## src/rtl/assert_macros.svh

```systemverilog
// Assertion helpers shared by the RTL. Every check is clocked on clk_i and
// is switched off while rst_ni is low.
`ifndef ASSERT_MACROS_SVH
`define ASSERT_MACROS_SVH

// General property check.
`define BDD_ASSERT(lbl, prop, msg) \
  lbl: assert property (@(posedge clk_i) disable iff (!rst_ni) (prop)) \
    else $error(msg);

// Same-cycle implication check.
`define BDD_ASSERT_IMP(lbl, ante, cons, msg) \
  `BDD_ASSERT(lbl, (ante) |-> (cons), msg)

`endif

```

## src/rtl/bdd_pkg.sv

```systemverilog
package bdd_pkg;

  // Width of every tick limit register.
  localparam int unsigned TICK_W = 16;

  // Register map, indexed by word address.
  localparam logic [2:0] REG_ACTIVE_LEVEL  = 3'd0;
  localparam logic [2:0] REG_HOLD_MODE     = 3'd1;
  localparam logic [2:0] REG_CLICK_ON_REL  = 3'd2;
  localparam logic [2:0] REG_DEBOUNCE      = 3'd3;
  localparam logic [2:0] REG_REPEAT_DELAY  = 3'd4;
  localparam logic [2:0] REG_REPEAT_PERIOD = 3'd5;
  localparam logic [2:0] REG_FAST_DELAY    = 3'd6;
  localparam logic [2:0] REG_LONG_PRESS    = 3'd7;

  // Hold mode codes; any other code means no hold behaviour.
  localparam logic [1:0] HOLD_NONE   = 2'd0;
  localparam logic [1:0] HOLD_REPEAT = 2'd1;
  localparam logic [1:0] HOLD_LONG   = 2'd2;
  localparam logic [1:0] HOLD_SPARE  = 2'd3;

  // Reset values of the limit registers.
  localparam logic [TICK_W-1:0] DEBOUNCE_RST      = 16'd2;
  localparam logic [TICK_W-1:0] REPEAT_DELAY_RST  = 16'd50;
  localparam logic [TICK_W-1:0] REPEAT_PERIOD_RST = 16'd5;
  localparam logic [TICK_W-1:0] FAST_DELAY_RST    = 16'd150;
  localparam logic [TICK_W-1:0] LONG_PRESS_RST    = 16'd100;

  typedef enum logic [1:0] {
    PH_IDLE     = 2'd0,
    PH_PRESSED  = 2'd1,
    PH_RELEASED = 2'd2
  } phase_e;

  typedef enum logic [1:0] {
    EV_NONE   = 2'd0,
    EV_PRESS  = 2'd1,
    EV_REPEAT = 2'd2,
    EV_LONG   = 2'd3
  } event_e;

  typedef struct packed {
    logic              active_level;
    logic [1:0]        hold_sel;
    logic              click_on_release;
    logic [TICK_W-1:0] debounce_ticks;
    logic [TICK_W-1:0] repeat_delay_ticks;
    logic [TICK_W-1:0] repeat_period_ticks;
    logic [TICK_W-1:0] fast_delay_ticks;
    logic [TICK_W-1:0] long_press_ticks;
  } cfg_t;

  typedef struct packed {
    logic   click;
    logic   repeat_ev;
    logic   long_ev;
    logic   fast;
    phase_e phase;
    event_e last;
  } res_t;

endpackage

```

## src/rtl/bdd_cfg.sv

```systemverilog
module bdd_cfg
  import bdd_pkg::*;
(
  input  logic        clk_i,
  input  logic        rst_ni,
  input  logic        psel_i,
  input  logic        penable_i,
  input  logic        pwrite_i,
  input  logic [4:0]  paddr_i,
  input  logic [31:0] pwdata_i,
  output logic [31:0] prdata_o,
  output cfg_t        cfg_o
);

  cfg_t       cfg_q;
  logic       wr_en;
  logic [2:0] idx;

  assign idx   = paddr_i[4:2];
  assign wr_en = psel_i && penable_i && pwrite_i;

  // Register writes in the access phase of a transfer.
  always_ff @(posedge clk_i or negedge rst_ni) begin
    if (!rst_ni) begin
      cfg_q.active_level        <= 1'b0;
      cfg_q.hold_sel            <= HOLD_NONE;
      cfg_q.click_on_release    <= 1'b0;
      cfg_q.debounce_ticks      <= DEBOUNCE_RST;
      cfg_q.repeat_delay_ticks  <= REPEAT_DELAY_RST;
      cfg_q.repeat_period_ticks <= REPEAT_PERIOD_RST;
      cfg_q.fast_delay_ticks    <= FAST_DELAY_RST;
      cfg_q.long_press_ticks    <= LONG_PRESS_RST;
    end else if (wr_en) begin
      case (idx)
        REG_ACTIVE_LEVEL:  cfg_q.active_level        <= pwdata_i[0];
        REG_HOLD_MODE:     cfg_q.hold_sel            <= pwdata_i[1:0];
        REG_CLICK_ON_REL:  cfg_q.click_on_release    <= pwdata_i[0];
        REG_DEBOUNCE:      cfg_q.debounce_ticks      <= pwdata_i[TICK_W-1:0];
        REG_REPEAT_DELAY:  cfg_q.repeat_delay_ticks  <= pwdata_i[TICK_W-1:0];
        REG_REPEAT_PERIOD: cfg_q.repeat_period_ticks <= pwdata_i[TICK_W-1:0];
        REG_FAST_DELAY:    cfg_q.fast_delay_ticks    <= pwdata_i[TICK_W-1:0];
        REG_LONG_PRESS:    cfg_q.long_press_ticks    <= pwdata_i[TICK_W-1:0];
        default: ;
      endcase
    end
  end

  // Read-back multiplexer.
  always_comb begin
    case (idx)
      REG_ACTIVE_LEVEL:  prdata_o = {31'd0, cfg_q.active_level};
      REG_HOLD_MODE:     prdata_o = {30'd0, cfg_q.hold_sel};
      REG_CLICK_ON_REL:  prdata_o = {31'd0, cfg_q.click_on_release};
      REG_DEBOUNCE:      prdata_o = {16'd0, cfg_q.debounce_ticks};
      REG_REPEAT_DELAY:  prdata_o = {16'd0, cfg_q.repeat_delay_ticks};
      REG_REPEAT_PERIOD: prdata_o = {16'd0, cfg_q.repeat_period_ticks};
      REG_FAST_DELAY:    prdata_o = {16'd0, cfg_q.fast_delay_ticks};
      REG_LONG_PRESS:    prdata_o = {16'd0, cfg_q.long_press_ticks};
      default:           prdata_o = 32'd0;
    endcase
  end

  assign cfg_o = cfg_q;

endmodule

```

## src/rtl/bdd_core.sv

```systemverilog
module bdd_core
  import bdd_pkg::*;
#(
  parameter int unsigned COUNT_WIDTH = 16
) (
  input  logic clk_i,
  input  logic rst_ni,
  input  logic step_i,
  input  logic level_i,
  input  cfg_t cfg_i,
  output res_t res_o
);

  localparam int unsigned CmpW = (COUNT_WIDTH > TICK_W) ? COUNT_WIDTH : TICK_W;

  typedef logic [COUNT_WIDTH-1:0] cnt_t;

  // Increment that sticks at the top of the counter range.
  function automatic cnt_t sat_inc(input cnt_t v);
    return (&v) ? v : v + COUNT_WIDTH'(1);
  endfunction

  // True once a count has reached its limit.
  function automatic logic reached(input cnt_t c, input logic [TICK_W-1:0] lim);
    return CmpW'(c) >= CmpW'(lim);
  endfunction

  logic   stable_q, stable_d;
  cnt_t   deb_q, deb_d;
  phase_e phase_q, phase_d;
  event_e rec_q, rec_d;
  cnt_t   rdc_q, rdc_d;
  cnt_t   rpc_q, rpc_d;
  cnt_t   fc_q, fc_d;
  cnt_t   lc_q, lc_d;
  logic   lf_q, lf_d;
  logic   ff_q, ff_d;

  // State update once per transfer into the result register.
  always_ff @(posedge clk_i or negedge rst_ni) begin
    if (!rst_ni) begin
      stable_q <= 1'b1;
      deb_q    <= '0;
      phase_q  <= PH_IDLE;
      rec_q    <= EV_NONE;
      rdc_q    <= '0;
      rpc_q    <= '0;
      fc_q     <= '0;
      lc_q     <= '0;
      lf_q     <= 1'b0;
      ff_q     <= 1'b0;
    end else if (step_i) begin
      stable_q <= stable_d;
      deb_q    <= deb_d;
      phase_q  <= phase_d;
      rec_q    <= rec_d;
      rdc_q    <= rdc_d;
      rpc_q    <= rpc_d;
      fc_q     <= fc_d;
      lc_q     <= lc_d;
      lf_q     <= lf_d;
      ff_q     <= ff_d;
    end
  end

  // One tick: debounce first, then the hold behaviour of the new phase.
  always_comb begin
    cnt_t   deb_inc;
    cnt_t   rdc_inc;
    cnt_t   rpc_inc;
    cnt_t   fc_inc;
    cnt_t   lc_inc;
    phase_e ph_mid;
    logic   click;
    logic   rep;
    logic   lng;

    stable_d = stable_q;
    deb_d    = deb_q;
    ph_mid   = phase_q;
    phase_d  = phase_q;
    rec_d    = rec_q;
    rdc_d    = rdc_q;
    rpc_d    = rpc_q;
    fc_d     = fc_q;
    lc_d     = lc_q;
    lf_d     = lf_q;
    ff_d     = ff_q;
    click    = 1'b0;
    rep      = 1'b0;
    lng      = 1'b0;
    deb_inc  = sat_inc(deb_q);
    rdc_inc  = sat_inc(rdc_q);
    rpc_inc  = sat_inc(rpc_q);
    fc_inc   = sat_inc(fc_q);
    lc_inc   = sat_inc(lc_q);

    // Debounce: differing samples add up and are never cleared by a bounce.
    if (level_i != stable_q) begin
      if (reached(deb_inc, cfg_i.debounce_ticks)) begin
        stable_d = level_i;
        deb_d    = '0;
        if (level_i == cfg_i.active_level) begin
          ph_mid = PH_PRESSED;
          rec_d  = EV_PRESS;
          click  = !cfg_i.click_on_release;
        end else begin
          ph_mid = PH_RELEASED;
        end
      end else begin
        deb_d = deb_inc;
      end
    end
    phase_d = ph_mid;

    // Hold behaviour while pressed, and the one-tick release phase.
    if (ph_mid == PH_PRESSED) begin
      if (stable_d == cfg_i.active_level) begin
        case (cfg_i.hold_sel)
          HOLD_REPEAT: begin
            if (reached(rdc_inc, cfg_i.repeat_delay_ticks)) begin
              rdc_d = COUNT_WIDTH'(cfg_i.repeat_delay_ticks);
              if (reached(rpc_inc, cfg_i.repeat_period_ticks)) begin
                rpc_d = '0;
                rec_d = EV_REPEAT;
                rep   = 1'b1;
              end else begin
                rpc_d = rpc_inc;
              end
              if (reached(fc_inc, cfg_i.fast_delay_ticks)) begin
                fc_d = COUNT_WIDTH'(cfg_i.fast_delay_ticks);
                ff_d = 1'b1;
              end else begin
                fc_d = fc_inc;
              end
            end else begin
              rdc_d = rdc_inc;
            end
          end
          HOLD_LONG: begin
            if (reached(lc_inc, cfg_i.long_press_ticks)) begin
              lc_d = COUNT_WIDTH'(cfg_i.long_press_ticks);
              if (!lf_q) begin
                lf_d  = 1'b1;
                rec_d = EV_LONG;
                lng   = 1'b1;
              end
            end else begin
              lc_d = lc_inc;
            end
          end
          default: ;
        endcase
      end
    end else if (ph_mid == PH_RELEASED) begin
      click   = cfg_i.click_on_release && !lf_q;
      rdc_d   = '0;
      rpc_d   = '0;
      fc_d    = '0;
      lc_d    = '0;
      lf_d    = 1'b0;
      ff_d    = 1'b0;
      phase_d = PH_IDLE;
    end

    res_o.click     = click;
    res_o.repeat_ev = rep;
    res_o.long_ev   = lng;
    res_o.fast      = ff_d;
    res_o.phase     = ph_mid;
    res_o.last      = rec_d;
  end

endmodule

```

## src/rtl/button_debounce_event_detector.sv

```systemverilog
// Button debounce and event detector.
// The input channel (in_valid_i / in_ready_o) carries one sampled pin level
// per tick in pin_level_i. The output channel (out_valid_o / out_ready_i)
// returns exactly one result per tick: click, repeat and long-press events,
// the fast-repeat flag, the button phase and the latest recorded event.
// A sample is held in an input register, processed by the per-tick logic
// and written to the result register once the output can take it; the
// result is offered from that register. One sample is taken every cycle
// while the receiver does not stall. When the receiver stalls, the result
// register holds its value and the input register still takes one more
// sample; in_ready_o falls only when both registers are full. Limits and
// modes are set through the APB port, word i at byte address 4*i, by the
// user only while the block is idle; the block does not enforce it. Reset
// brings every config register to its documented value, the stable level
// to released-high and all counters to zero.
`include "assert_macros.svh"

module button_debounce_event_detector
  import bdd_pkg::*;
#(
  parameter int unsigned COUNT_WIDTH = 16
) (
  input  logic        clk_i,
  input  logic        rst_ni,
  input  logic        psel,
  input  logic        penable,
  input  logic        pwrite,
  input  logic [4:0]  paddr,
  input  logic [31:0] pwdata,
  output logic [31:0] prdata,
  output logic        pready,
  input  logic        in_valid_i,
  output logic        in_ready_o,
  input  logic        pin_level_i,
  output logic        out_valid_o,
  input  logic        out_ready_i,
  output logic        click_event_o,
  output logic        repeat_event_o,
  output logic        long_event_o,
  output logic        fast_repeat_o,
  output logic [1:0]  button_phase_o,
  output logic [1:0]  last_event_o
);

  cfg_t cfg;
  res_t res;
  res_t res_q;
  logic s1_valid_q, s1_valid_d;
  logic s1_level_q;
  logic out_valid_q, out_valid_d;
  logic adv;
  logic in_xfer;
  logic rel_tick;

  assign pready = 1'b1;

  bdd_cfg u_cfg (
    .clk_i     (clk_i),
    .rst_ni    (rst_ni),
    .psel_i    (psel),
    .penable_i (penable),
    .pwrite_i  (pwrite),
    .paddr_i   (paddr),
    .pwdata_i  (pwdata),
    .prdata_o  (prdata),
    .cfg_o     (cfg)
  );

  // Handshake control of the two pipeline registers.
  assign adv        = s1_valid_q && (!out_valid_q || out_ready_i);
  assign in_ready_o = !s1_valid_q || adv;
  assign in_xfer    = in_valid_i && in_ready_o;

  always_comb begin
    s1_valid_d = s1_valid_q;
    if (in_xfer) begin
      s1_valid_d = 1'b1;
    end else if (adv) begin
      s1_valid_d = 1'b0;
    end
    out_valid_d = out_valid_q;
    if (adv) begin
      out_valid_d = 1'b1;
    end else if (out_ready_i) begin
      out_valid_d = 1'b0;
    end
  end

  always_ff @(posedge clk_i or negedge rst_ni) begin
    if (!rst_ni) begin
      s1_valid_q  <= 1'b0;
      out_valid_q <= 1'b0;
    end else begin
      s1_valid_q  <= s1_valid_d;
      out_valid_q <= out_valid_d;
    end
  end

  // Payload registers.
  always_ff @(posedge clk_i) begin
    if (in_xfer) begin
      s1_level_q <= pin_level_i;
    end
    if (adv) begin
      res_q <= res;
    end
  end

  bdd_core #(
    .COUNT_WIDTH (COUNT_WIDTH)
  ) u_core (
    .clk_i   (clk_i),
    .rst_ni  (rst_ni),
    .step_i  (adv),
    .level_i (s1_level_q),
    .cfg_i   (cfg),
    .res_o   (res)
  );

  assign out_valid_o    = out_valid_q;
  assign click_event_o  = res_q.click;
  assign repeat_event_o = res_q.repeat_ev;
  assign long_event_o   = res_q.long_ev;
  assign fast_repeat_o  = res_q.fast;
  assign button_phase_o = res_q.phase;
  assign last_event_o   = res_q.last;

  // A valid result that reports the release tick.
  assign rel_tick = out_valid_o && (button_phase_o == PH_RELEASED);

  // Checks on the pipeline and on the event logic.
  `BDD_ASSERT_IMP(a_stall_full, !in_ready_o, out_valid_o && !out_ready_i, "stall while not full")
  `BDD_ASSERT_IMP(a_hold_excl, out_valid_o, !(repeat_event_o && long_event_o), "two hold events")
  `BDD_ASSERT_IMP(a_rel_quiet, rel_tick, !repeat_event_o && !long_event_o, "event on release")

endmodule
```

## config.mk

```make
export PLATFORM = sky130hd
export DESIGN_NAME = button_debounce_event_detector
export DESIGN_NICKNAME = d
export VERILOG_FILES = /design/src/rtl/bdd_pkg.sv /design/src/rtl/bdd_cfg.sv /design/src/rtl/bdd_core.sv /design/src/rtl/button_debounce_event_detector.sv
export VERILOG_INCLUDE_DIRS = /design/src /design/src/rtl
export SDC_FILE = /design/constraint.sdc
export NUM_CORES = 1
export LEC_CHECK = 0
export ABC_AREA = 1
export BUFFER_PORTS_ARGS = -buffer_cell sky130_fd_sc_hd__buf_2
export CORE_MARGIN = 3
export CORE_UTILIZATION = 50
export DETAILED_ROUTE_END_ITERATION = 12
export GPL_ROUTABILITY_DRIVEN = 1
export PLACE_DENSITY = 0.71
export SETUP_SLACK_MARGIN = 0.4
export SYNTH_ARGS = -nofsm -noshare
export SYNTH_HDL_FRONTEND = slang
export SYNTH_HIERARCHICAL = 1
export SYNTH_SLANG_ARGS = --single-unit
```

## constraint.sdc

```tcl
create_clock -name clk_i -period 4.6 [get_ports clk_i]
set_clock_uncertainty 0.2 [all_clocks]
set_input_delay 0.92 -clock clk_i [delete_from_list [all_inputs] [get_ports clk_i]]
set_output_delay 0.92 -clock clk_i [all_outputs]
set_load 0.02 [all_outputs]
```

==> metrics.md, run 1 <==
| Metric | Value |
|---|---|
| Result of the run | completed |
| Ranking of synthesized cells by area | dfrtp_1 (30%), nand2_1 (12%), ha_1 (8.6%) |
| Max-Slew Margin vs Limit | 36.2% |
| Number of unique standard cell types used by synthesis | 54 |
| Number of antenna violations at the first check in global routing | 1 |
| Signed area change from the synthesized netlist to the final layout | 16.0% |
| Sequential cell area fraction in the yosys report | 35.2% |
| Number of global-route vias before repair | 11395 |
| Leakage power | 0.00767 µW |
| Setup slack of the critical path after layout | 0.135 ns |
| Number of sinks handled by clock tree synthesis | 182 |
| Count of final max-slew check failures | 0 |
| Proportion of register bits with asynchronous set or reset after synthesis | 95.1% |
| Unrepaired setup endpoints after global routing | yes |
| Data arrival at the endpoint of the critical path | 4.59 ns |
| GRT Util Overall | 25.3% |
| Post-placement cell area | 13600 µm² |
| Internal power summed over all cells | 4140 µW |
| Family of cells with the greatest summed delay on the critical path | simple AND/OR/NAND/NOR gates |
| Nature of the critical path startpoint | flop |
| Type of the worst min-delay path | flop to flop |
| Period utilization | 97.1% |
| Crit path from | u_core/deb_q[6] |
| Die width | 168 µm |
| Final std cell area, no fill | 15200 µm² |
| FMAX | 224 MHz |
| CP endpoint kind | flop |
| Share of total power in sequential cells | 32.4% |
| CP bufs+invs | 9 |
| Core region area | 25500 µm² |
| Via density | 5.47 |
| Number of nets in the layout | 2020 |
| Largest net degree at the start of global routing | 100 |
| Residual DRC count | 0 |
| Maximum fanout encountered on the critical timing path | 5 |
| #FFs+latches synth | 182 |
| Antenna viol nets, final | 0 |
| Routability congestion estimate | 0.940 |
| Worst Tran Pin Value | 0.954 ns |
| Root buffer selected by CTS | clkbuf_16 |
| Delay of the slowest cell on the worst path | 0.38 ns |
| P_sw | 3040 µW |
| Placement Setup Slack | -0.0599 ns |
| Standard-cell row count | 58 |
| Summed instance area of the synthesized netlist | 13100 µm² |
| Total wire length | 37100 µm |
| Worst Path Required | 4.72 ns |
| Cell count after synthesis | 1798 |
| Total via count after detailed routing | 12186 |
| Most frequent cells in the layout | nand2_1 (394), inv_1 (268), dfrtp_1 (159) |
| Number of port buffers | 52 |
| Count of flip-flops with a built-in enable after synthesis | 9 |
| Cell seen most often among critical-path stages | nand2_4 |
| CTS tree | yes |
| H-tree levels | 4 |
| Final worst path period need | 4.47 ns |
| Detailed placer's ending HPWL | 26000 µm |
| Gr ovfl total | 0 |
| Die ar. | 28200 µm² |
| 1st-iter DRT viols | 1072 |
| Cell type with the highest aggregate area in the netlist | dfrtp_1 |
| Final count of hold timing violations | 0 |
| Clk pin slew, worst setup/hold paths | 0.07 ns |
| Max-cap check violation count | 0 |
| Worst ir drop on vdd | 0.257 mV |
| Reg-to-reg critical path startpoint | u_core/deb_q[6] |
| Clock buffers created by TritonCTS | 17 |
| Worst path slowest cell | dfrtp_1 |
| Relative contribution of combinational cells to total power | 45.3% |
| Number of iterations in the first detailed-routing pass | 6 |
| Proportion of total power due to net switching | 42.3% |
| Number of I/O pins | 88 |
| Per-cell routed wire length | 16.6 µm |
| Critical setup path kind | flop to flop |
| Fraction of final layout cells with drive strength greater than 1 | 17.9% |
| Fraction of power consumed by the clock network | 22.3% |
| Syn. warnings | 6 |
| First-pass GRT wire length | 57900 µm |
| Effective utilization at floorplan | 51.5% |
| Prevailing post-synth register cell | dfrtp_1 |
| Total power density per cell area | 472 nW/µm² |
| Number of buffers on the longest clock path | 2 |
| Beginning of the worst hold path | u_cfg/cfg_o[65] |
| Leading cell type in the layout, fill and taps excluded | nand2_1 |
| Floorplan die height | 168 µm |
| Fraction of post-synthesis cell area in the top cell type by area | 30.3% |
| Final setup violating endpoints | 0 |
| Clock latency of the later-clocked register in the worst-skew pair | 0.44 ns |
| Post-Syn Area per Cell | 7.30 µm² |
==> synth_stat cells, types with 4 or more instances <==
cell type and instances:
clkbuf_1 15, or2_2 5, o21a_1 4, nand3_2 12, o211ai_1 11, buf_4 25
nand2_2 9, nor2_2 6, ha_1 90, o22ai_1 6, xnor2_1 9, nor2_4 9
buf_6 15, nand4_1 53, inv_1 276, a211oi_1 17, inv_2 17, o21ai_0 102
nor2_1 150, nor3_1 24, nor3_2 4, nand3_1 60, nand2_1 427, a21oi_1 88
dfrtp_1 159, dfstp_2 14, a21oi_2 14, o21ai_1 81, nor4_1 4, xor2_1 33
edfxtp_1 9, buf_2 16
==> power groups by stage <==
stage	Sequential (µW)	Combinational, µW	Clock, µW
after floorplan	2240	1970	0
after global placement	2320	2530	0
after detailed placement	2330	2610	0
after CTS	2300	2890	1620
after global routing	2370	3600	1680
final	2330	3250	1600
==> final cells by class <==
class                           count  area [µm²]
Inverter                          296        1130
Clock buffer                       21         460
Antenna cell                        1        2.50
Fill cell                        2221       10300
Timing Repair Buffer              124        1020
Multi-Input combinational cell   1263        7390
Clock inverter                     11         173
Timing Repair inverter              1        5.00
Tap cell                          330         413
Sequential cell                   182        4620
==> per-stage QoR <==
step	power, µW	cells	setup TNS [ns]	util (%)	hold WS (ns)
2_1_floorplan	4210	1813	0	-	0.249
3_3_place_gp	4840	2143	0	53.2	0.266
3_5_place_dp	4940	2143	-1.01	53.2	0.270
4_1_cts	6810	2204	0	57.5	0.286
5_1_grt	7660	2229	-3.60	59.7	0.323
6_report	7180	2229	0	59.7	0.295
==> registers in the layout, summed over array words and instances (netlist names), 2 cells and up <==
signal and flops:
u_core/lc_q 16, button_phase_o 2, u_core/deb_q 16, u_core/fc_q 16
u_core/rdc_q 16, u_core/rpc_q 16, u_core/phase_q 2, u_core/rec_q 2
last_event_o 2, u_cfg/cfg_o 84
==> layer usage <==
metal | up-vias | GRT usage (%) | part of all wire, %
li1 | 5975 | - | -
met1 | 5650 | 33.4 | 42
met2 | 472 | 42.0 | 48
met3 | 89 | 3.31 | 5.8
met4 | 0 | 10.7 | 4.1
met5 | - | 0 | 0
==> repair_timing <==
item	in CTS	in global routing
cloned	3	5
setup endpoints to repair	74	76
pin swaps	15	27
resized for setup	38	95
hold buffers	0	0
setup buffers	26	19
==> kinds of logic after synthesis <==
| kind of cell | after synthesis | share of synthesized area, % |
|---|---|---|
| flops | 182 | 35.2 |
| simple gates | 779 | 27.0 |
| buf+inv | 369 | 12.4 |
| fa+ha+maj | 90 | 8.58 |
| other cells | 2 | 0.0572 |
| compound gates | 334 | 14.0 |
| xor+xnor | 42 | 2.80 |
==> worst paths after layout <==
path                              endpoint  slack (ns)  cells after the start
min reg2reg                u_cfg/cfg_o[65]        0.29                      2
min in group asynchronous  u_core/fc_q[12]        0.38                      1
max reg2reg                 u_core/fc_q[0]        0.13                     34
min                        u_cfg/cfg_o[65]        0.29                      2
max in group asynchronous  u_cfg/cfg_o[52]        2.87                      2
max                         u_core/fc_q[0]        0.13                     34
==> worst register-to-register path: cells and delay by family (launching register included) <==
| kind | cells | cell delay, ns |
|---|---|---|
| buf+inv | 9 | 0.88 |
| flops | 1 | 0.38 |
| xor+xnor | 1 | 0.17 |
| compound gates | 4 | 0.52 |
| simple gates | 18 | 1.76 |
| fa+ha+maj | 2 | 0.46 |
(Power assumes the default switching activity.)
==> run 2: changes to the inputs <==
--- a/config.mk
+++ b/config.mk
@@ -13,7 +13,7 @@
 export DETAILED_ROUTE_END_ITERATION = 12
 export GPL_ROUTABILITY_DRIVEN = 1
 export PLACE_DENSITY = 0.71
-export SETUP_SLACK_MARGIN = 0.4
+export SETUP_SLACK_MARGIN = 0.05
 export SYNTH_ARGS = -nofsm -noshare
 export SYNTH_HDL_FRONTEND = slang
 export SYNTH_HIERARCHICAL = 1
==> metrics.md, run 2 (synthesis results as in run 1) <==
| Metric | Value |
|---|---|
| Number of flip-flops under the largest register name | 84 (unchanged) |
| Die ar. | 28200 µm² (unchanged) |
| Fraction of final layout cells with drive strength greater than 1 | 13.5% (was 17.9%) |
| Final setup violating endpoints | 0 (unchanged) |
| Number of buffers on the longest clock path | 2 (unchanged) |
| CP endpoint kind | flop (unchanged) |
| Post-layout instance count excluding filler cells | 2203 (was 2229) |
| Total power density per cell area | 454 nW/µm² (was 472 nW/µm²) |
| Type of the worst min-delay path | input pin to async pin (was flop to flop) |
| GRT Util Overall | 25.0% (was 25.3%) |
| Final sum of negative setup slack | 0 ns (unchanged) |
| Gr ovfl total | 0 (unchanged) |
| Max-cap check violation count | 0 (unchanged) |
| Layout fillers | 2337 (was 2221) |
| Final worst path period need | 4.32 ns (was 4.47 ns) |
| Fraction of the core area covered by cells at the end of the flow | 56.8% (was 59.7%) |
| Standard-cell row count | 58 (unchanged) |
| Cell seen most often among critical-path stages | nand2_1 (was nand2_4) |
| FMAX | 231 MHz (was 224 MHz) |
| Post-placement cell area | 13700 µm² (was 13600 µm²) |
| Detailed placer's ending HPWL | 26800 µm (was 26000 µm) |
| Delay of the slowest cell on the worst path | 0.38 ns (about the same) |
| Number of global-route vias before repair | 10976 (was 11395) |
| Core region area | 25500 µm² (unchanged) |
| Worst path slowest cell | dfrtp_1 (unchanged) |
| Number of antenna violations at the first check in global routing | 2 (was 1) |
| Via density | 5.43 (was 5.47) |
| Number of I/O pins | 88 (unchanged) |
| Root buffer selected by CTS | clkbuf_16 (unchanged) |
| Die width | 168 µm (unchanged) |
| Number of iterations in the first detailed-routing pass | 5 (was 6) |
| H-tree levels | 4 (unchanged) |
| CTS tree | yes (unchanged) |
| Max-Slew Margin vs Limit | 36.1% (was 36.2%) |
| Number of nets in the layout | 1993 (was 2020) |
| Critical setup path kind | flop to flop (unchanged) |
| Clock buffers created by TritonCTS | 17 (unchanged) |
| Unrepaired setup endpoints after global routing | no (was yes) |
| Final std cell area, no fill | 14500 µm² (was 15200 µm²) |
| First-pass GRT wire length | 56800 µm (was 57900 µm) |
| Nature of the critical path startpoint | flop (unchanged) |
| Total wire length | 35500 µm (was 37100 µm) |
| Floorplan die height | 168 µm (unchanged) |
| Maximum fanout encountered on the critical timing path | 19 (was 5) |
| Data arrival at the endpoint of the critical path | 4.44 ns (was 4.59 ns) |
| Clk pin slew, worst setup/hold paths | 0.08 ns (was 0.07 ns) |
| Antenna viol nets, final | 0 (unchanged) |
| Result of the run | completed (unchanged) |
| Total via count after detailed routing | 11952 (was 12186) |
| Effective utilization at floorplan | 51.5% (unchanged) |
| Signed area change from the synthesized netlist to the final layout | 10.2% (was 16.0%) |
| Final count of hold timing violations | 0 (unchanged) |
| 1st-iter DRT viols | 1158 (was 1072) |
| Most frequent cells in the layout | nand2_1 (423), inv_1 (274), dfrtp_1 (159) (was nand2_1 (394), inv_1 (268), dfrtp_1 (159)) |
| Leading cell type in the layout, fill and taps excluded | nand2_1 (unchanged) |
| Per-cell routed wire length | 16.1 µm (was 16.6 µm) |
| Post-route total power | 6560 µW (was 7180 µW) |
| Clock latency of the later-clocked register in the worst-skew pair | 0.44 ns (about the same) |
| Number of sinks handled by clock tree synthesis | 182 (unchanged) |
| Period utilization | 94.0% (was 97.1%) |
| Worst Tran Pin Value | 0.954 ns (about the same) |
| Count of final max-slew check failures | 0 (unchanged) |
| Routability congestion estimate | 0.947 (was 0.940) |
| Inst Count DP | 2161 (was 2143) |
| Largest net degree at the start of global routing | 77 (was 100) |
| Leakage power | 0.00738 µW (was 0.00767 µW) |
| Worst Path Required | 4.72 ns (about the same) |
| Residual DRC count | 0 (unchanged) |
| Number of port buffers | 52 (unchanged) |
| Worst ir drop on vdd | 0.398 mV (was 0.257 mV) |
run 2: report_power, final:
part | internal (µW) | switching, µW | total (µW) | leakage [µW]
Combinational | 997 | 1800 | 2800 | 0.00480
Sequential | 1980 | 345 | 2320 | 0.00230
Clock | 722 | 716 | 1440 | 0.000278
Total | 3690 | 2860 | 6560 | 0.00738
run 2: final cells by class:
| cell class | instances | area, µm² | area share, % |
|---|---|---|---|
| clock inverters | 14 | 134 | 0.926 |
| diodes | 2 | 5.00 | 0.0346 |
| repair buffers | 99 | 678 | 4.69 |
| clock buffers | 18 | 429 | 2.97 |
| inverters | 296 | 1120 | 7.75 |
| multi-input cells | 1262 | 7060 | 48.8 |
| well taps | 330 | 413 | 2.86 |
| flip-flops and latches | 182 | 4620 | 31.9 |
run 2: repair_timing:
item,CTS,global route
hold buffers,0,0
buffers inserted,0,7
setup endpoints to repair,35,70
resized for setup,6,25
cloned,0,1
pin swaps,0,10
run 2: routing by layer:
metal | vias up | GRT usage (%) | part of all wire (%)
li1 | 5913 | - | -
met1 | 5572 | 33.4 | 44
met2 | 410 | 42.2 | 48
met3 | 57 | 3.15 | 5.5
met4 | 0 | 8.29 | 2.7
met5 | - | 0 | 0
run 2: worst paths after layout:
kind / slack, ns / cells after the start / to / start
setup / recovery: 0.28 / 29 / u_core/fc_q[3] / u_core/deb_q[4]
hold / removal: 0.25 / 1 / u_core/fc_q[10] / rst_ni
setup reg to reg: 0.28 / 29 / u_core/fc_q[3] / u_core/deb_q[4]
hold reg to reg: 0.28 / 2 / u_core/rec_q[1] / u_core/rec_q[1]
max in group asynchronous: 2.98 / 2 / u_core/rpc_q[0] / rst_ni
min in group clk_i: 0.28 / 2 / u_core/rec_q[1] / u_core/rec_q[1]
run 2: through the flow:
step / hold WS (ns) / setup WS (ns)
2_1_floorplan: 0.249 / 0.166
3_3_place_gp: 0.265 / 0.0993
3_5_place_dp: 0.273 / 0.0147
4_1_cts: 0.276 / 0.149
5_1_grt: 0.286 / 0.0140
6_report: 0.252 / 0.278
run 2: critical path, delay by kind of cell (launching register included):
kind                     cells  cell delay [ns]
adder cells (fa/ha/maj)      2             0.45
AO/OA/AOI/OAI                4             0.48
XOR/XNOR                     1             0.19
flip-flops                   1             0.38
AND/OR/NAND/NOR             17             1.83
buffers and inverters        5             0.61
